## config.mk

```make
export PLATFORM = sky130hd
export DESIGN_NAME = adc_oversample_ema_percent_top_flat
export DESIGN_NICKNAME = d
export VERILOG_FILES = /design/src/hw/rtl/aoe_pkg.sv /design/src/hw/rtl/aoe_if.sv /design/src/hw/rtl/aoe_serial_mul.sv /design/src/hw/rtl/aoe_serial_div.sv /design/src/hw/rtl/adc_oversample_ema_percent_top.sv /design/src/flat_wrapper.sv
export SDC_FILE = /design/constraint.sdc
export NUM_CORES = 1
export LEC_CHECK = 0
export BUFFER_PORTS_ARGS = -buffer_cell sky130_fd_sc_hd__buf_2
export CORE_MARGIN = 5
export CORE_UTILIZATION = 60
export DETAILED_ROUTE_END_ITERATION = 10
export PLACE_DENSITY = 0.85
export SYNTH_ARGS = -nofsm -noshare
export SYNTH_HDL_FRONTEND = slang
export SYNTH_SLANG_ARGS = --single-unit
```

## constraint.sdc

```tcl
create_clock -name clk_i -period 10 [get_ports clk_i]
set_input_delay 2 -clock clk_i [delete_from_list [all_inputs] [get_ports clk_i]]
set_output_delay 2 -clock clk_i [all_outputs]
set_load 0.03 [all_outputs]
```

## src/hw/rtl/aoe_pkg.sv

```systemverilog
// ----------------------------------------------------------------------------
// aoe_pkg
// Shared widths, register reset values and register indexes of the ADC
// oversampling and filtering block.
// ----------------------------------------------------------------------------
package aoe_pkg;

  // Fixed field widths of the sample and reading beats.
  localparam int SAMPLE_W = 12;
  localparam int COUNT_W  = 12;
  localparam int MV_W     = 14;
  localparam int PCT_W    = 10;

  // Configuration register widths.
  localparam int WEIGHT_W = 17;
  localparam int SCALE_W  = 18;
  localparam int LIGHT_W  = 12;

  // APB-style configuration port.
  localparam int APB_AW = 5;
  localparam int APB_DW = 32;

  localparam logic [WEIGHT_W-1:0] Q16_ONE = 17'd65536;
  localparam logic [MV_W-1:0]     MV_MAX  = 14'd16383;
  localparam logic [PCT_W-1:0]    PCT_MAX = 10'd1000;

  // Reset values of the configuration registers.
  localparam logic [WEIGHT_W-1:0] EMA_WEIGHT_RST   = 17'd13107;
  localparam logic [SCALE_W-1:0]  MV_SCALE_RST     = 18'd169005;
  localparam logic [MV_W-1:0]     BAT_EMPTY_RST    = 14'd3200;
  localparam logic [MV_W-1:0]     BAT_FULL_RST     = 14'd3700;
  localparam logic [LIGHT_W-1:0]  LIGHT_DARK_RST   = 12'd3673;
  localparam logic [LIGHT_W-1:0]  LIGHT_BRIGHT_RST = 12'd248;

  // Register indexes; register i sits at byte address 4*i.
  typedef enum logic [2:0] {
    REG_EMA_WEIGHT   = 3'd0,
    REG_MV_SCALE     = 3'd1,
    REG_BAT_EMPTY    = 3'd2,
    REG_BAT_FULL     = 3'd3,
    REG_LIGHT_DARK   = 3'd4,
    REG_LIGHT_BRIGHT = 3'd5
  } aoe_reg_e;

endpackage

```

## src/hw/rtl/aoe_if.sv

```systemverilog
// ----------------------------------------------------------------------------
// aoe channel interfaces
// Valid/ready channels for sample pairs and for finished readings.
// ----------------------------------------------------------------------------
interface aoe_sample_if import aoe_pkg::*; ();
  logic                valid;
  logic                ready;
  logic [SAMPLE_W-1:0] battery_sample;
  logic [SAMPLE_W-1:0] light_sample;

  modport source (output valid, battery_sample, light_sample, input ready);
  modport sink   (input valid, battery_sample, light_sample, output ready);
endinterface

interface aoe_reading_if import aoe_pkg::*; ();
  logic               valid;
  logic               ready;
  logic [COUNT_W-1:0] battery_count_filtered;
  logic [COUNT_W-1:0] light_count_average;
  logic [MV_W-1:0]    battery_millivolts;
  logic [PCT_W-1:0]   battery_percent_tenths;
  logic [PCT_W-1:0]   light_percent_tenths;

  modport source (output valid, battery_count_filtered, light_count_average,
                  battery_millivolts, battery_percent_tenths, light_percent_tenths,
                  input ready);
  modport sink   (input valid, battery_count_filtered, light_count_average,
                  battery_millivolts, battery_percent_tenths, light_percent_tenths,
                  output ready);
endinterface

```

## src/hw/rtl/aoe_serial_mul.sv

```systemverilog
// ----------------------------------------------------------------------------
// aoe_serial_mul
// Unsigned shift-add multiplier that consumes one multiplier bit per cycle.
// ----------------------------------------------------------------------------
module aoe_serial_mul #(
  parameter int XW = 20,
  parameter int YW = 18
) (
  input  logic          clk_i,
  input  logic          rst_ni,
  input  logic          start_i,
  input  logic [XW-1:0] x_i,
  input  logic [YW-1:0] y_i,
  output logic          done_o,
  output logic [XW+YW-1:0] prod_o
);

  localparam int CW = $clog2(YW);

  logic [XW-1:0] x_q;
  logic [XW-1:0] hi_q;
  logic [YW-1:0] lo_q;
  logic [CW-1:0] cnt_q;
  logic          busy_q;
  logic          done_q;
  logic [XW:0]   sum;

  // The low half shifts out multiplier bits and takes in finished product bits.
  assign sum = {1'b0, hi_q} + (lo_q[0] ? {1'b0, x_q} : '0);

  always_ff @(posedge clk_i or negedge rst_ni) begin
    if (!rst_ni) begin
      busy_q <= 1'b0;
      done_q <= 1'b0;
      cnt_q  <= '0;
      x_q    <= '0;
      hi_q   <= '0;
      lo_q   <= '0;
    end else begin
      done_q <= 1'b0;
      if (start_i) begin
        x_q    <= x_i;
        hi_q   <= '0;
        lo_q   <= y_i;
        cnt_q  <= CW'(YW - 1);
        busy_q <= 1'b1;
      end else if (busy_q) begin
        hi_q <= sum[XW:1];
        lo_q <= {sum[0], lo_q[YW-1:1]};
        if (cnt_q == '0) begin
          busy_q <= 1'b0;
          done_q <= 1'b1;
        end else begin
          cnt_q <= cnt_q - 1'b1;
        end
      end
    end
  end

  assign done_o = done_q;
  assign prod_o = {hi_q, lo_q};

endmodule

```

## src/hw/rtl/aoe_serial_div.sv

```systemverilog
// ----------------------------------------------------------------------------
// aoe_serial_div
// Restoring divider that produces one quotient bit per cycle, most
// significant first. The dividend must stay below divisor * 2**QN.
// ----------------------------------------------------------------------------
module aoe_serial_div #(
  parameter int RW = 26,
  parameter int VW = 14,
  parameter int QN = 12
) (
  input  logic          clk_i,
  input  logic          rst_ni,
  input  logic          start_i,
  input  logic [RW-1:0] dividend_i,
  input  logic [VW-1:0] divisor_i,
  output logic          done_o,
  output logic [QN-1:0] quo_o
);

  localparam int CW = $clog2(QN);

  logic [RW-1:0] rem_q;
  logic [RW-1:0] dsh_q;
  logic [QN-1:0] quo_q;
  logic [CW-1:0] cnt_q;
  logic          busy_q;
  logic          done_q;
  logic          fits;

  assign fits = (rem_q >= dsh_q);

  always_ff @(posedge clk_i or negedge rst_ni) begin
    if (!rst_ni) begin
      busy_q <= 1'b0;
      done_q <= 1'b0;
      cnt_q  <= '0;
      rem_q  <= '0;
      dsh_q  <= '0;
      quo_q  <= '0;
    end else begin
      done_q <= 1'b0;
      if (start_i) begin
        rem_q  <= dividend_i;
        dsh_q  <= RW'(divisor_i) << (QN - 1);
        quo_q  <= '0;
        cnt_q  <= CW'(QN - 1);
        busy_q <= 1'b1;
      end else if (busy_q) begin
        if (fits) begin
          rem_q <= rem_q - dsh_q;
        end
        quo_q <= {quo_q[QN-2:0], fits};
        dsh_q <= dsh_q >> 1;
        if (cnt_q == '0) begin
          busy_q <= 1'b0;
          done_q <= 1'b1;
        end else begin
          cnt_q <= cnt_q - 1'b1;
        end
      end
    end
  end

  assign done_o = done_q;
  assign quo_o  = quo_q;

endmodule

```

## src/hw/rtl/adc_oversample_ema_percent_top.sv

```systemverilog
// ----------------------------------------------------------------------------
// adc_oversample_ema_percent_top
// Sample pairs are accepted one per cycle and summed; every
// SAMPLES_PER_READING-th pair closes a reading. The reading is then worked out
// by a shared bit-serial divider (both averages, both percent values) and a
// shared shift-add multiplier (two filter products, millivolt scaling), during
// which no sample is accepted; the divider yields QN = max(SAMPLE_BITS, 10)
// quotient bits. A percent value that is clamped or zero skips its divide,
// and the first reading after reset skips the two filter products. A finished
// reading waits in an output register, so sampling for the next reading goes
// on while it is pending. Configuration sits on an APB-style port at byte
// addresses 4*i and should be written only while idle.
// ----------------------------------------------------------------------------
module adc_oversample_ema_percent_top import aoe_pkg::*; #(
  parameter int SAMPLES_PER_READING = 16,
  parameter int SAMPLE_BITS         = 12
) (
  input  logic              clk_i,
  input  logic              rst_ni,
  aoe_sample_if.sink        sample_i,
  aoe_reading_if.source     reading_o,
  input  logic              psel,
  input  logic              penable,
  input  logic              pwrite,
  input  logic [APB_AW-1:0] paddr,
  input  logic [APB_DW-1:0] pwdata,
  output logic [APB_DW-1:0] prdata,
  output logic              pready
);

  localparam int SB      = SAMPLE_BITS;
  localparam int SPR     = SAMPLES_PER_READING;
  localparam int CNT_W   = $clog2(SPR);
  localparam int SUM_W   = SB + $clog2(SPR);
  localparam int IN_W    = (SB > SAMPLE_W) ? SB : SAMPLE_W;
  localparam int FILT_W  = SB + 8;
  localparam int MUL_YW  = SCALE_W;
  localparam int PROD_W  = FILT_W + MUL_YW;
  localparam int MVR_W   = SB + 2;
  localparam int PX      = (MVR_W > MV_W) ? MVR_W : MV_W;
  localparam int NUM_W   = PX + PCT_W;
  localparam int DIV_VW  = ($clog2(SPR + 1) > MV_W) ? $clog2(SPR + 1) : MV_W;
  localparam int DIV_QN  = (SB > PCT_W) ? SB : PCT_W;
  localparam int DIV_RW  = DIV_VW + DIV_QN;

  typedef enum logic [4:0] {
    S_ACC,
    S_AVGB_GO,
    S_AVGB_WT,
    S_AVGL_GO,
    S_AVGL_WT,
    S_EMA,
    S_EMA1_GO,
    S_EMA1_WT,
    S_EMA2_GO,
    S_EMA2_WT,
    S_MV_GO,
    S_MV_WT,
    S_PCTB,
    S_PCTB_WT,
    S_PCTL,
    S_PCTL_WT,
    S_EMIT
  } state_e;

  typedef struct packed {
    logic              special;
    logic [PCT_W-1:0]  value;
    logic [DIV_RW-1:0] num;
    logic [DIV_VW-1:0] den;
  } pct_prep_t;

  // Configuration registers.
  logic [WEIGHT_W-1:0] ema_w_q;
  logic [SCALE_W-1:0]  mv_scale_q;
  logic [MV_W-1:0]     bat_empty_q;
  logic [MV_W-1:0]     bat_full_q;
  logic [LIGHT_W-1:0]  light_dark_q;
  logic [LIGHT_W-1:0]  light_bright_q;

  // Datapath and control registers.
  state_e              state_q;
  logic [CNT_W-1:0]    cnt_q;
  logic [SUM_W-1:0]    bat_sum_q;
  logic [SUM_W-1:0]    light_sum_q;
  logic [SB-1:0]       bat_avg_q;
  logic [SB-1:0]       light_avg_q;
  logic                primed_q;
  logic [FILT_W-1:0]   filt_q;
  logic [PROD_W-1:0]   p1_q;
  logic [MVR_W-1:0]    mv_q;
  logic [PCT_W-1:0]    bat_pct_q;
  logic [PCT_W-1:0]    light_pct_q;
  logic                out_valid_q;
  logic [COUNT_W-1:0]  out_count_q;
  logic [COUNT_W-1:0]  out_light_q;
  logic [MV_W-1:0]     out_mv_q;
  logic [PCT_W-1:0]    out_bat_pct_q;
  logic [PCT_W-1:0]    out_light_pct_q;

  logic                in_fire;
  logic                emit_fire;
  logic [IN_W-1:0]     bat_in_ext;
  logic [IN_W-1:0]     light_in_ext;
  logic [SB-1:0]       bat_s;
  logic [SB-1:0]       light_s;

  logic [WEIGHT_W-1:0] w_clip;
  logic [WEIGHT_W-1:0] w_inv;
  logic [PROD_W:0]     ema_sum;
  logic [PX-1:0]       mv_ext;
  logic [MV_W-1:0]     mv_sat;

  logic                mul_start;
  logic [FILT_W-1:0]   mul_x;
  logic [MUL_YW-1:0]   mul_y;
  logic                mul_done;
  logic [PROD_W-1:0]   mul_prod;

  logic                div_start;
  logic [DIV_RW-1:0]   div_num;
  logic [DIV_VW-1:0]   div_den;
  logic                div_done;
  logic [DIV_QN-1:0]   div_quo;

  logic [PX-1:0]       px_x;
  logic [PX-1:0]       px_z;
  logic [PX-1:0]       px_f;
  logic signed [PX:0]  diff;
  logic signed [PX:0]  span;
  logic [PX:0]         diff_abs;
  logic [PX:0]         span_abs;
  logic [PX-1:0]       dmag;
  logic [PX-1:0]       smag;
  logic [NUM_W-1:0]    num_full;
  pct_prep_t           prep;

  // --------------------------------------------------------------------------
  // Configuration port
  // --------------------------------------------------------------------------
  assign pready = 1'b1;

  always_ff @(posedge clk_i or negedge rst_ni) begin
    if (!rst_ni) begin
      ema_w_q        <= EMA_WEIGHT_RST;
      mv_scale_q     <= MV_SCALE_RST;
      bat_empty_q    <= BAT_EMPTY_RST;
      bat_full_q     <= BAT_FULL_RST;
      light_dark_q   <= LIGHT_DARK_RST;
      light_bright_q <= LIGHT_BRIGHT_RST;
    end else if (psel && penable && pwrite) begin
      unique case (aoe_reg_e'(paddr[APB_AW-1:2]))
        REG_EMA_WEIGHT:   ema_w_q        <= pwdata[WEIGHT_W-1:0];
        REG_MV_SCALE:     mv_scale_q     <= pwdata[SCALE_W-1:0];
        REG_BAT_EMPTY:    bat_empty_q    <= pwdata[MV_W-1:0];
        REG_BAT_FULL:     bat_full_q     <= pwdata[MV_W-1:0];
        REG_LIGHT_DARK:   light_dark_q   <= pwdata[LIGHT_W-1:0];
        REG_LIGHT_BRIGHT: light_bright_q <= pwdata[LIGHT_W-1:0];
        default: ;
      endcase
    end
  end

  always_comb begin
    unique case (aoe_reg_e'(paddr[APB_AW-1:2]))
      REG_EMA_WEIGHT:   prdata = APB_DW'(ema_w_q);
      REG_MV_SCALE:     prdata = APB_DW'(mv_scale_q);
      REG_BAT_EMPTY:    prdata = APB_DW'(bat_empty_q);
      REG_BAT_FULL:     prdata = APB_DW'(bat_full_q);
      REG_LIGHT_DARK:   prdata = APB_DW'(light_dark_q);
      REG_LIGHT_BRIGHT: prdata = APB_DW'(light_bright_q);
      default:          prdata = '0;
    endcase
  end

  // --------------------------------------------------------------------------
  // Input side
  // --------------------------------------------------------------------------
  assign sample_i.ready = (state_q == S_ACC);
  assign in_fire        = sample_i.valid && sample_i.ready;
  assign bat_in_ext     = IN_W'(sample_i.battery_sample);
  assign light_in_ext   = IN_W'(sample_i.light_sample);
  assign bat_s          = bat_in_ext[SB-1:0];
  assign light_s        = light_in_ext[SB-1:0];

  // --------------------------------------------------------------------------
  // Filter and scaling arithmetic
  // --------------------------------------------------------------------------
  assign w_clip  = (ema_w_q > Q16_ONE) ? Q16_ONE : ema_w_q;
  assign w_inv   = Q16_ONE - w_clip;
  // old*(1-w) was kept from the first pass; the multiplier now holds avg*w.
  assign ema_sum = (PROD_W+1)'(p1_q) + ((PROD_W+1)'(mul_prod) << 8)
                 + (PROD_W+1)'(32768);
  assign mv_ext  = PX'(mv_q);
  assign mv_sat  = (mv_ext > PX'(MV_MAX)) ? MV_MAX : mv_ext[MV_W-1:0];

  assign mul_start = (state_q == S_EMA1_GO) || (state_q == S_EMA2_GO) ||
                     (state_q == S_MV_GO);

  always_comb begin
    unique case (state_q)
      S_EMA1_GO: begin
        mul_x = filt_q;
        mul_y = MUL_YW'(w_inv);
      end
      S_EMA2_GO: begin
        mul_x = FILT_W'(bat_avg_q);
        mul_y = MUL_YW'(w_clip);
      end
      default: begin
        mul_x = FILT_W'(filt_q[FILT_W-1:8]);
        mul_y = mv_scale_q;
      end
    endcase
  end

  aoe_serial_mul #(
    .XW (FILT_W),
    .YW (MUL_YW)
  ) u_mul (
    .clk_i   (clk_i),
    .rst_ni  (rst_ni),
    .start_i (mul_start),
    .x_i     (mul_x),
    .y_i     (mul_y),
    .done_o  (mul_done),
    .prod_o  (mul_prod)
  );

  // --------------------------------------------------------------------------
  // Percent mapping set-up. A span of zero, a zero offset or an offset against
  // the direction of the span gives zero; an offset at or past the span gives
  // full scale. Only the remaining cases need the divider.
  // --------------------------------------------------------------------------
  always_comb begin
    if (state_q == S_PCTB) begin
      px_x = mv_ext;
      px_z = PX'(bat_empty_q);
      px_f = PX'(bat_full_q);
    end else begin
      px_x = PX'(light_avg_q);
      px_z = PX'(light_dark_q);
      px_f = PX'(light_bright_q);
    end
    diff     = $signed({1'b0, px_x}) - $signed({1'b0, px_z});
    span     = $signed({1'b0, px_f}) - $signed({1'b0, px_z});
    diff_abs = diff[PX] ? -diff : diff;
    span_abs = span[PX] ? -span : span;
    dmag     = diff_abs[PX-1:0];
    smag     = span_abs[PX-1:0];
    num_full = (NUM_W'(dmag) << 10) - (NUM_W'(dmag) << 4) - (NUM_W'(dmag) << 3);

    prep.num = DIV_RW'(num_full);
    prep.den = DIV_VW'(smag);
    if ((span == '0) || (diff == '0) || (diff[PX] != span[PX])) begin
      prep.special = 1'b1;
      prep.value   = '0;
    end else if (dmag >= smag) begin
      prep.special = 1'b1;
      prep.value   = PCT_MAX;
    end else begin
      prep.special = 1'b0;
      prep.value   = '0;
    end
  end

  assign div_start = (state_q == S_AVGB_GO) || (state_q == S_AVGL_GO) ||
                     (((state_q == S_PCTB) || (state_q == S_PCTL)) && !prep.special);

  always_comb begin
    unique case (state_q)
      S_AVGB_GO: begin
        div_num = DIV_RW'(bat_sum_q);
        div_den = DIV_VW'(SPR);
      end
      S_AVGL_GO: begin
        div_num = DIV_RW'(light_sum_q);
        div_den = DIV_VW'(SPR);
      end
      default: begin
        div_num = prep.num;
        div_den = prep.den;
      end
    endcase
  end

  aoe_serial_div #(
    .RW (DIV_RW),
    .VW (DIV_VW),
    .QN (DIV_QN)
  ) u_div (
    .clk_i      (clk_i),
    .rst_ni     (rst_ni),
    .start_i    (div_start),
    .dividend_i (div_num),
    .divisor_i  (div_den),
    .done_o     (div_done),
    .quo_o      (div_quo)
  );

  // --------------------------------------------------------------------------
  // Sequencer
  // --------------------------------------------------------------------------
  assign emit_fire = (state_q == S_EMIT) && (!out_valid_q || reading_o.ready);

  always_ff @(posedge clk_i or negedge rst_ni) begin
    if (!rst_ni) begin
      state_q         <= S_ACC;
      cnt_q           <= '0;
      bat_sum_q       <= '0;
      light_sum_q     <= '0;
      bat_avg_q       <= '0;
      light_avg_q     <= '0;
      primed_q        <= 1'b0;
      filt_q          <= '0;
      p1_q            <= '0;
      mv_q            <= '0;
      bat_pct_q       <= '0;
      light_pct_q     <= '0;
      out_valid_q     <= 1'b0;
      out_count_q     <= '0;
      out_light_q     <= '0;
      out_mv_q        <= '0;
      out_bat_pct_q   <= '0;
      out_light_pct_q <= '0;
    end else begin
      if (reading_o.ready && !emit_fire) begin
        out_valid_q <= 1'b0;
      end
      unique case (state_q)
        S_ACC: begin
          if (in_fire) begin
            bat_sum_q   <= bat_sum_q + SUM_W'(bat_s);
            light_sum_q <= light_sum_q + SUM_W'(light_s);
            if (cnt_q == CNT_W'(SPR - 1)) begin
              cnt_q   <= '0;
              state_q <= S_AVGB_GO;
            end else begin
              cnt_q <= cnt_q + 1'b1;
            end
          end
        end
        S_AVGB_GO: state_q <= S_AVGB_WT;
        S_AVGB_WT: begin
          if (div_done) begin
            bat_avg_q <= div_quo[SB-1:0];
            state_q   <= S_AVGL_GO;
          end
        end
        S_AVGL_GO: state_q <= S_AVGL_WT;
        S_AVGL_WT: begin
          if (div_done) begin
            light_avg_q <= div_quo[SB-1:0];
            bat_sum_q   <= '0;
            light_sum_q <= '0;
            state_q     <= S_EMA;
          end
        end
        S_EMA: begin
          if (primed_q) begin
            state_q <= S_EMA1_GO;
          end else begin
            // The first reading after reset loads the filter directly.
            filt_q   <= {bat_avg_q, 8'd0};
            primed_q <= 1'b1;
            state_q  <= S_MV_GO;
          end
        end
        S_EMA1_GO: state_q <= S_EMA1_WT;
        S_EMA1_WT: begin
          if (mul_done) begin
            p1_q    <= mul_prod;
            state_q <= S_EMA2_GO;
          end
        end
        S_EMA2_GO: state_q <= S_EMA2_WT;
        S_EMA2_WT: begin
          if (mul_done) begin
            filt_q  <= ema_sum[16 +: FILT_W];
            state_q <= S_MV_GO;
          end
        end
        S_MV_GO: state_q <= S_MV_WT;
        S_MV_WT: begin
          if (mul_done) begin
            mv_q    <= mul_prod[16 +: MVR_W];
            state_q <= S_PCTB;
          end
        end
        S_PCTB: begin
          if (prep.special) begin
            bat_pct_q <= prep.value;
            state_q   <= S_PCTL;
          end else begin
            state_q <= S_PCTB_WT;
          end
        end
        S_PCTB_WT: begin
          if (div_done) begin
            bat_pct_q <= div_quo[PCT_W-1:0];
            state_q   <= S_PCTL;
          end
        end
        S_PCTL: begin
          if (prep.special) begin
            light_pct_q <= prep.value;
            state_q     <= S_EMIT;
          end else begin
            state_q <= S_PCTL_WT;
          end
        end
        S_PCTL_WT: begin
          if (div_done) begin
            light_pct_q <= div_quo[PCT_W-1:0];
            state_q     <= S_EMIT;
          end
        end
        S_EMIT: begin
          // Wait here only while an earlier reading still sits in the output.
          if (emit_fire) begin
            out_valid_q     <= 1'b1;
            out_count_q     <= COUNT_W'(filt_q[FILT_W-1:8]);
            out_light_q     <= COUNT_W'(light_avg_q);
            out_mv_q        <= mv_sat;
            out_bat_pct_q   <= bat_pct_q;
            out_light_pct_q <= light_pct_q;
            state_q         <= S_ACC;
          end
        end
        default: state_q <= S_ACC;
      endcase
    end
  end

  assign reading_o.valid                  = out_valid_q;
  assign reading_o.battery_count_filtered = out_count_q;
  assign reading_o.light_count_average    = out_light_q;
  assign reading_o.battery_millivolts     = out_mv_q;
  assign reading_o.battery_percent_tenths = out_bat_pct_q;
  assign reading_o.light_percent_tenths   = out_light_pct_q;

endmodule

```

## src/flat_wrapper.sv

```systemverilog
// flat-port wrapper written by rule: the top's interface ports become plain ports
module adc_oversample_ema_percent_top_flat import aoe_pkg::*;
#(
  parameter int SAMPLES_PER_READING = 16,
  parameter int SAMPLE_BITS         = 12
)
  (clk_i, rst_ni, psel, penable, pwrite, paddr, pwdata, prdata, pready, sample_i_valid, sample_i_battery_sample, sample_i_light_sample, sample_i_ready, reading_o_valid, reading_o_battery_count_filtered, reading_o_light_count_average, reading_o_battery_millivolts, reading_o_battery_percent_tenths, reading_o_light_percent_tenths, reading_o_ready);
  aoe_sample_if sample_i_i ();
  aoe_reading_if reading_o_i ();
  input  logic clk_i;
  input  logic rst_ni;
  input  logic psel;
  input  logic penable;
  input  logic pwrite;
  input  logic [APB_AW-1:0] paddr;
  input  logic [APB_DW-1:0] pwdata;
  output logic [APB_DW-1:0] prdata;
  output logic pready;
  input wire logic [$bits(sample_i_i.valid)-1:0] sample_i_valid;
  input wire logic [$bits(sample_i_i.battery_sample)-1:0] sample_i_battery_sample;
  input wire logic [$bits(sample_i_i.light_sample)-1:0] sample_i_light_sample;
  output wire logic [$bits(sample_i_i.ready)-1:0] sample_i_ready;
  output wire logic [$bits(reading_o_i.valid)-1:0] reading_o_valid;
  output wire logic [$bits(reading_o_i.battery_count_filtered)-1:0] reading_o_battery_count_filtered;
  output wire logic [$bits(reading_o_i.light_count_average)-1:0] reading_o_light_count_average;
  output wire logic [$bits(reading_o_i.battery_millivolts)-1:0] reading_o_battery_millivolts;
  output wire logic [$bits(reading_o_i.battery_percent_tenths)-1:0] reading_o_battery_percent_tenths;
  output wire logic [$bits(reading_o_i.light_percent_tenths)-1:0] reading_o_light_percent_tenths;
  input wire logic [$bits(reading_o_i.ready)-1:0] reading_o_ready;
  assign sample_i_i.valid = sample_i_valid;
  assign sample_i_i.battery_sample = sample_i_battery_sample;
  assign sample_i_i.light_sample = sample_i_light_sample;
  assign sample_i_ready = sample_i_i.ready;
  assign reading_o_valid = reading_o_i.valid;
  assign reading_o_battery_count_filtered = reading_o_i.battery_count_filtered;
  assign reading_o_light_count_average = reading_o_i.light_count_average;
  assign reading_o_battery_millivolts = reading_o_i.battery_millivolts;
  assign reading_o_battery_percent_tenths = reading_o_i.battery_percent_tenths;
  assign reading_o_light_percent_tenths = reading_o_i.light_percent_tenths;
  assign reading_o_i.ready = reading_o_ready;
  adc_oversample_ema_percent_top #(.SAMPLES_PER_READING(SAMPLES_PER_READING), .SAMPLE_BITS(SAMPLE_BITS)) u_core (.clk_i(clk_i), .rst_ni(rst_ni), .sample_i(sample_i_i), .reading_o(reading_o_i), .psel(psel), .penable(penable), .pwrite(pwrite), .paddr(paddr), .pwdata(pwdata), .prdata(prdata), .pready(pready));
endmodule
```

# Word-level counts from Yosys, hierarchy flattened
# Cells that the tools add are included.
# classes
add_sub_neg	16
n_lt_le_gt_ge	4
n_eq_ne	38
n_mux	74
reduce_logical	51
# ops
operator	n
$mux 26	5
$pmux 18 s6	1
$mux 20	5
$mux 14	7
$pmux 5 s17	1
$pmux 20 s2	2
$mux 5	14
$pmux 16 s2	2
$mux 16	3
$pmux 24 s2	1
$eq 5x4->1 const B	8
$pmux 10 s2	2
$add 36x16->36 const B	1
$add 36x36->36	1
$mux 18	2
$pmux 18 s2	1
$add 16x12->16	2
$logic_not 15->1	2
$reduce_and 2->1	15
$sub 14x14->15	2
$neg 14->14	2
$ge 26x26->1	1
$sub 26x26->26	1
$mux 12	2
other kinds (37)	100
# word_totals
regBits	437
inputBits	68
output_inout_bits	93
elab_cells	219

# Depth between registers and ports, before layout
# Gate-level depths: netlist of the first run.
# depth
ltp_word	13
depth_mapped	37
ltp_nobuf	31

# Hierarchy
# Synthesis of the first run repeated with hierarchy kept, for this count alone.
# hier_totals
hier_cells	3086
area_unflattened_um2	29064.1
# modules_own_cells
mod	instances	cells_each	area_per_inst_um2	seq_area_each_um2
adc_oversample_ema_percent_top	1	2196	20543.5	7404.6
aoe_serial_div	1	519	4777.1	1726.7
aoe_serial_mul	1	371	3743.6	1626.6

# Worst setup path before layout of the first run
# No wires, ideal clock.
# synth_path
path_type	register to register
from	register u_core.state_q[0]
to	register u_core.bat_pct_q[3]
setup_time_ns	0.125
arrival_ns	6.910
t_required_ns	9.875
path_slack_ns	2.965
stages_incl_launch_ff	34
path_buffers	6
period_less_slack_ns	7.035
cell_sequence	dfrtp_1 or3b_1 buf_6 nor2_8 buf_6 buf_6 clkbuf_1 nand2_1 nand2_1 ha_1 inv_1 fa_1 a21oi_1 a211oi_1 or4b_1 a311oi_1 o31ai_1 a31o_2 clkbuf_1 mux2i_1 ha_1 a21o_1 a21o_1 a211oi_1 o21bai_1 a31oi_1 o21ai_0 or4b_1 o2111ai_1 o221ai_2 nand3b_4 o211ai_2 buf_4 mux2_2
# synth_via
elab_chain_len	10
elab_cells_between_ends	25
cone_classes	add/sub: 4; order compare: 1; eq/ne: 5; mux: 9; reduce/logical: 6
# synth_rtl
element	line	source
start: declaration	adc_oversample_ema_percent_top.sv:82	state_e state_q;
start signal: assignment	adc_oversample_ema_percent_top.sv:308	state_q <= S_ACC;
start signal: assignment	adc_oversample_ema_percent_top.sv:337	state_q <= S_AVGB_GO;
start signal: assignment	adc_oversample_ema_percent_top.sv:343	S_AVGB_GO: state_q <= S_AVGB_WT;
$eq 5x4->1	adc_oversample_ema_percent_top.sv:236, adc_oversample_ema_percent_top.sv:330	
$mux 14	adc_oversample_ema_percent_top.sv:236	if (state_q == S_PCTB) begin
$sub 14x14->15, on equally long branches	adc_oversample_ema_percent_top.sv:245, adc_oversample_ema_percent_top.sv:246	
$neg 14->14, on equally long branches	adc_oversample_ema_percent_top.sv:247, adc_oversample_ema_percent_top.sv:248	
$mux 14, on equally long branches	adc_oversample_ema_percent_top.sv:247, adc_oversample_ema_percent_top.sv:248	
$ge 14x14->1	adc_oversample_ema_percent_top.sv:258	end else if (dmag >= smag) begin
$mux 11	adc_oversample_ema_percent_top.sv:258	
$mux 11	adc_oversample_ema_percent_top.sv:255	if ((span == '0) || (diff == '0) || (diff[PX] != span[PX])) begin
$mux 10 or $ne 2x1->1 (tied branches)	n/a	
$pmux 10 s2 or $reduce_and 3->1 (tied branches)	n/a	
end signal: assignment	adc_oversample_ema_percent_top.sv:392	bat_pct_q <= prep.value;
end signal: assignment	adc_oversample_ema_percent_top.sv:400	bat_pct_q <= div_quo[PCT_W-1:0];
end: declaration	adc_oversample_ema_percent_top.sv:92	logic [PCT_W-1:0] bat_pct_q;
# Parallel ways exist; a longest one is shown, timed or not. The select of a mux whose other input is x is not followed.
# A chain may end at the register's enable or synchronous reset.

# Worst setup path after layout of the first run
# layout_path
from	register u_core.state_q[2]
to	register u_core.light_pct_q[9]
# layout_via
elab_chain_len	10
elab_cells_between_ends	26
cone_classes	add/sub: 4; order compare: 1; eq/ne: 6; mux: 9; reduce/logical: 6
# layout_rtl
element	line	source
$eq 5x4->1	adc_oversample_ema_percent_top.sv:236	
$mux 14	adc_oversample_ema_percent_top.sv:236	
$sub 14x14->15, on equally long branches	adc_oversample_ema_percent_top.sv:245, adc_oversample_ema_percent_top.sv:246	
$neg 14->14, on equally long branches	adc_oversample_ema_percent_top.sv:247, adc_oversample_ema_percent_top.sv:248	
$mux 14, on equally long branches	adc_oversample_ema_percent_top.sv:247, adc_oversample_ema_percent_top.sv:248	
$ge 14x14->1	adc_oversample_ema_percent_top.sv:258	
$mux 11	adc_oversample_ema_percent_top.sv:258	
$mux 11	adc_oversample_ema_percent_top.sv:255	
$mux 10 or $ne 2x1->1 (tied branches)	n/a	
$pmux 10 s2 or $reduce_and 3->1 (tied branches)	n/a	
end signal: assignment	adc_oversample_ema_percent_top.sv:406	light_pct_q <= prep.value;
end signal: assignment	adc_oversample_ema_percent_top.sv:414	light_pct_q <= div_quo[PCT_W-1:0];
end: declaration	adc_oversample_ema_percent_top.sv:93	logic [PCT_W-1:0] light_pct_q;
# Parallel ways exist; a longest one is shown, timed or not. The select of a mux whose other input is x is not followed.

==> results.tsv, run 1 <==
stage	metric	value	unit
clock_network	clk_latency	610	ps
synthesis	yosysTopAreaCellShare	0.347	
final_layout	fin_nets	3314	
timing	relSlewSlack	0.162	
outcome	run_status	finished clean	
setup_path	regToRegStartpoint	u_core.state_q[2]	
setup_path	max_stage_delay	750	ps
clock_network	cts-resized-gates	0	
timing	setup_tns	0	ps
synthesis	yosysUniqueCellTypes	104	
setup_path	crit_fanout	25	
detailed_routing	wirelength	79200	um
timing	min_period	8730	ps
synthesis	synth.largest_area_cell	dfrtp_1	
hold_path	min_path_type	flop to flop	
clock_network	clock-sinks	428	
timing	hold_slack	476	ps
setup_path	cp_data_arrival_time	9220	ps
power	peakVddDrop	0.000341	V
die	dieArea	51400	um^2
placed_design	place_hpwl	56800	um
final_layout	regArea	10800	um^2
setup_path	r2r_cells	25	
timing	finClkSkew	20.5	ps
detailed_routing	antenna_left	0	
clock_network	cts_root_buf	clkbuf_16	
die	core_area	46500	um^2
final_layout	drive_gt1_frac	0.178	
setup_path	worstSetupEndpointType	flop	
job	cap_violations	0	
setup_path	start_kind	flop	
clock_network	cts_buffers	46	
timing	layout_setup_ws	1270	ps
setup_path	critPathRequiredTime	10490	ps
timing	worst_pin_slew	1250	ps
placed_design	routabilityCongestion	0.954	
final_layout	multi_input_area	16300	um^2
timing	drv_slew	0	
hold_path	holdPathEnd	u_core.reading_o.battery_percent_tenths[4]	
final_layout	final_cell_mix	dfrtp_1, nand2_1, nor2_1, mux2_2, a21oi_1	
clock_network	cts_buffer_depth	3	
die	chipWidth	227	um
detailed_routing	wl_per_cell	21.4	um
detailed_routing	vias	23800	
synthesis	ys.flop_type	dfrtp_1	
clock_network	htree_levels	2	
synthesis	yosys-top-cells-area	dfrtp_1, mux2_2, ha_1	
power	powerDensity	384	nW/um^2
setup_path	crit_slowest_cell	o211ai_2	
clock_network	cts_hold_buf	0	
detailed_routing	firstDrtPassIters	7	
grt	grt_use_met2	0.506	
synthesis	yosysSeqAreaShare	0.382	
placed_design	numPortBuffers	129	
grt	grt_pass1_wl	127000	um
clock_network	cts_setup_buffers	0	
hold_path	hold_path.startpoint	u_core.reading_o.battery_percent_tenths[4]	
synthesis	yosysWarnings	0	
timing	fmax	0.115	GHz
final_layout	instances_no_fill	3697	
grt	overflow	0	
synthesis	synth-edff-count	0	
setup_path	r2r_setup_slack	1270	ps
power	p_leak	15.1	nW
detailed_routing	first_iter_violations	2442	
setup_path	timing.rr.end	u_core.light_pct_q[9]	
timing	setup_viol	0	
setup_path	crit_path_frequent_cell	o2111ai_1	
placed_design	pre_cts_ws	1440	ps
grt	top_usage_layer	met2	
setup_path	critical_path_class	flop to flop	
placed_design	placed_cells	3611	
die	rows	79	
clock_network	path_clk_slew	70	ps
die	pin_count	161	
grt	grt_max_degree	174	
synthesis	ys_seq_elements	428	
grt	gr-usage-met1	0.403	
timing	hold_viol_final	0	
grt	grt_util_all_layers	0.306	
die	start_util	0.606	
synthesis	synth.avg_cell_area	9.46	um^2
synthesis	async_flop_share	1.00	
power	finalPower	11.9	mW
detailed_routing	vias_per_cell	6.43	
final_layout	n_fill_cell	3563	
synthesis	syn-cell-area	28200	um^2
hold_path	min_delay_path_depth	2	
detailed_routing	drc	0	
grt	first_global_vias	23700	
grt	use_met3	0.0514	
final_layout	syn2layout_area_growth	9.50	%
final_layout	final_common_cell	dfrtp_1	
die	fp.dieH	227	um
clock_network	cts_tree	built	
grt	grt_antenna_before_repair	4	
synthesis	synthCells	2977	
timing	fin_crit_sh	0.873	
timing	rsz0062_at_grt	no	
-- synthesized netlist by cell type, drive strengths merged, types with 51 or more instances --
| master | instances |
|---|---|
| nand3 | 74 |
| a21oi | 201 |
| mux2 | 218 |
| mux2i | 112 |
| ha | 185 |
| inv | 136 |
| dfrtp | 390 |
| clkbuf | 94 |
| nor2 | 253 |
| o21ai | 176 |
| nor2b | 54 |
| nand2b | 52 |
| xnor2 | 106 |
| nor3 | 51 |
| nand2 | 280 |
-- metrics by stage --
step	instance area, um^2	util
after floorplan	28200	-
after global placement	29200	0.629
after detailed placement	29200	0.629
after CTS	30800	0.664
after global routing	30800	0.664
final	30800	0.664
-- state kept, by name (all words and copies together), names as in the netlist, 17 cells and up --
signal,flops
u_core.p1_q,28
u_core.ema_w_q,17
u_core.u_div.dsh_q,25
u_core.u_mul.x_q,20
u_core.u_mul.lo_q,18
u_core.mv_scale_q,18
u_core.u_div.rem_q,26
u_core.filt_q,20
u_core.u_mul.hi_q,20
-- worst max path at each step --
| stage | start | to | slack (ps) |
|---|---|---|---|
| 6_report | u_core.state_q[2] | u_core.light_pct_q[9] | 1270 |
| 5_1_grt | u_core.state_q[2] | u_core.light_pct_q[9] | 700 |
| 4_1_cts | u_core.state_q[2] | u_core.light_pct_q[9] | 1350 |
| 3_5_place_dp | u_core.state_q[2] | u_core.light_pct_q[9] | 1440 |
| 3_3_place_gp | u_core.state_q[2] | u_core.light_pct_q[9] | 1640 |
| 2_1_floorplan | u_core.state_q[0] | u_core.bat_pct_q[3] | 2970 |
-- worst max-delay path: cells and delay by family, from the launching register on --
kind | cells | cell delay [ps]
adder cells (fa/ha/maj) | 2 | 710
AO/OA/AOI/OAI | 16 | 4340
AND/OR/NAND/NOR | 5 | 1650
multiplexers | 2 | 1160
flip-flops | 1 | 680
-- where the power goes --
group	leakage, nW	switching (mW)	internal (mW)
logic	8.82	4.33	2.96
clock network	0.769	0.777	1.03
registers	5.53	0.530	2.22
total	15.1	5.64	6.21
-- kinds of logic (layout without fill, tap and decap cells) --
family,count (synthesis),in the layout,synth area share
AOI/OAI and AO/OA,681,681,0.155
adders and majority gates,196,196,0.0893
other,2,16,0.000267
and+or+nand+nor,902,902,0.152
buffers and inverters,281,380,0.0418
DFF,428,428,0.382
xor gates and xnor gates,153,153,0.0481
muxes,334,334,0.131
-- area by class of cell --
cell class	count	share of cell area
antenna	1	0.0000811
clock buffer	55	0.0400
clock inverter	30	0.0118
inverter	137	0.0167
multi-input combinational	2281	0.529
sequential	428	0.349
tap	607	0.0246
timing repair buffer	158	0.0287
-- metal layers --
layer,up-vias,wire length [um]
met5,-,40
met4,6,3530
met3,241,6170
met2,1090,37900
met1,11700,31600
li1,10700,-
Note: power is estimated with default switching activity, not from simulation.
==> run 2: changes to the inputs <==
==> constraint.sdc (replaced) <==
create_clock -name clk_i -period 10 [get_ports clk_i]
set_input_delay 1 -clock clk_i [delete_from_list [all_inputs] [get_ports clk_i]]
set_output_delay 1 -clock clk_i [all_outputs]
set_load 0.03 [all_outputs]
==> run 2 against run 1 <==
First-iteration DRC count down 6.0%; final cell count about the same; clock skew down 4.0 ps.
==> results.tsv, run 2 (synthesis results as in run 1) <==
stage	metric	value	unit	change
final_layout	largest_reg_flops	28		unchanged
setup_path	regToRegStartpoint	u_core.state_q[2]		unchanged
detailed_routing	wirelength	78000	um	was 79200 um
detailed_routing	vias_per_cell	6.35		was 6.43
clock_network	cts_buffers	46		unchanged
placed_design	numPortBuffers	129		unchanged
grt	grt_antenna_before_repair	2		was 4
job	cap_violations	0		unchanged
placed_design	routabilityCongestion	0.947		was 0.954
grt	overflow	0		unchanged
grt	grt_pass1_wl	126000	um	was 127000 um
power	p_leak	15.1	nW	about the same
clock_network	cts_tree	built		unchanged
detailed_routing	drc	0		unchanged
timing	min_period	8770	ps	was 8730 ps
timing	fmax	0.114	GHz	was 0.115 GHz
clock_network	clock-sinks	428		unchanged
final_layout	final_common_cell	dfrtp_1		unchanged
grt	first_global_vias	23300		was 23700
timing	worst_pin_slew	1220	ps	was 1250 ps
clock_network	cts_buffer_depth	3		unchanged
timing	fin_crit_sh	0.877		was 0.873
die	fp.dieH	227	um	unchanged
power	finalPower	11.8	mW	was 11.9 mW
placed_design	place_hpwl	56700	um	was 56800 um
power	powerDensity	383	nW/um^2	was 384 nW/um^2
timing	relSlewSlack	0.180		was 0.162
final_layout	antenna_cells	0		was 1
setup_path	endpoint	u_core.light_pct_q[9]		unchanged
final_layout	reg_top3	u_core.p1_q: 28 flops, u_core.u_div.rem_q: 26 flops, u_core.u_div.dsh_q: 25 flops		unchanged
final_layout	drive_gt1_frac	0.175		was 0.178
die	start_util	0.606		unchanged
setup_path	crit_fanout	25		unchanged
clock_network	cts_setup_buffers	0		unchanged
grt	grt_max_degree	179		was 174
setup_path	crit_start	u_core.state_q[2]		unchanged
power	peakVddDrop	0.000339	V	was 0.000341 V
setup_path	r2r_setup_slack	1230	ps	was 1270 ps
clock_network	cts_hold_buf	0		unchanged
die	rows	79		unchanged
die	dieArea	51400	um^2	unchanged
setup_path	worstSetupEndpointType	flop		unchanged
timing	setup_tns	0	ps	unchanged
final_layout	top_register	u_core.p1_q		unchanged
clock_network	clk_latency	600	ps	was 610 ps
detailed_routing	wl_per_cell	21.1	um	was 21.4 um
setup_path	critical_path_class	flop to flop		unchanged
setup_path	critPathRequiredTime	10470	ps	was 10490 ps
clock_network	path_clk_slew	60	ps	was 70 ps
timing	rsz0062_at_grt	no		unchanged
detailed_routing	first_iter_violations	2296		was 2442
clock_network	cts_root_buf	clkbuf_16		unchanged
setup_path	start_kind	flop		unchanged
final_layout	syn2layout_area_growth	9.51	%	was 9.50%
die	pin_count	161		unchanged
outcome	run_status	finished clean		unchanged
setup_path	timing.rr.end	u_core.light_pct_q[9]		unchanged
detailed_routing	antenna_left	0		unchanged
detailed_routing	firstDrtPassIters	8		was 7
clock_network	cts-resized-gates	0		unchanged
die	chipWidth	227	um	unchanged
final_layout	n_fill_cell	3547		was 3563
timing	hold_viol_final	0		unchanged
setup_path	r2r_cells	25		unchanged
timing	drv_slew	0		unchanged
setup_path	cp_data_arrival_time	9240	ps	was 9220 ps
die	core_area	46500	um^2	unchanged
detailed_routing	vias	23500		was 23800
hold_path	min_path_type	primary input to asynchronous set/reset pin		was flop to flop
final_layout	final_cell_mix	dfrtp_1, nand2_1, nor2_1, mux2_2, a21oi_1		unchanged
timing	finClkSkew	16.5	ps	was 20.5 ps
grt	grt_util_all_layers	0.301		was 0.306
timing	setup_viol	0		unchanged
final_layout	fin_nets	3316		was 3314
clock_network	htree_levels	2		unchanged
run 2: changes by cell type in the layout (fill, tap and decap cells not counted), sizes merged:
cell	before	now
buf	158	160
bufinv	5	6
clkbuf	55	67
clkinv	14	6
clkinvlp	7	4
diode	1	0
inv	141	139
run 2: power by group:
part	switching [mW]	internal (mW)
clock network	0.736	1.07
registers	0.530	2.22
logic	4.29	2.95
total	5.56	6.24
run 2: cell type report:
class                      count  area [um^2]  area share
clock buffer                  67         1310      0.0425
tap                          607          759      0.0246
inverter                     137          514      0.0167
multi-input combinational   2281        16300       0.529
timing repair buffer         160          901      0.0292
clock inverter                18          277     0.00897
sequential                   428        10800       0.349
run 2: worst min path at each step:
stage | end | cells past startpoint | slack (ps)
after global placement | u_core.bat_sum_q[15] | 1 | 460
after detailed placement | u_core.reading_o.battery_millivolts[4] | 2 | 470
after global routing | u_core.p1_q[23] | 1 | 520
after floorplan | u_core.primed_q | 2 | 440
after CTS | u_core.light_sum_q[1] | 1 | 470
final | u_core.reading_o.light_percent_tenths[8] | 1 | 460
run 2: worst max-delay path, stage by stage (launching register included):
cell       delay [ps]
dfrtp_1           700
or3b_1            610
nor2_8            460
mux2i_1           750
fa_1              360
a21oi_1           120
o21a_1            230
o2111ai_1         290
o2111ai_1         270
o21ai_0           310
a211o_1           460
nand2_1            90
o21ai_1           460
ha_1              360
a21o_1            160
a21o_1            170
a211oi_1          240
o21bai_1          110
a31oi_1           170
o21ai_0           170
or4b_1            200
o2111ai_1         130
o221ai_2          260
nand3b_4          340
o211ai_2          770
mux2_2            410
run 2: per-stage QoR:
step	cell area, um^2	std cells	hold WS, ps	util	worst slack (ps)
after detailed placement	29300	3613	466	0.630	1460
after global routing	30800	3698	519	0.664	741
after floorplan	28200	2990	444	-	2970
final	30800	3698	465	0.664	1230
after CTS	30800	3698	475	0.664	1390
after global placement	29300	3613	462	0.630	1660
run 2: routing by layer:
metal / share of wire / track usage
met4: 0.038 / 0.109
met1: 0.40 / 0.405
met5: 0.000090 / 0
met3: 0.082 / 0.0487
met2: 0.48 / 0.496
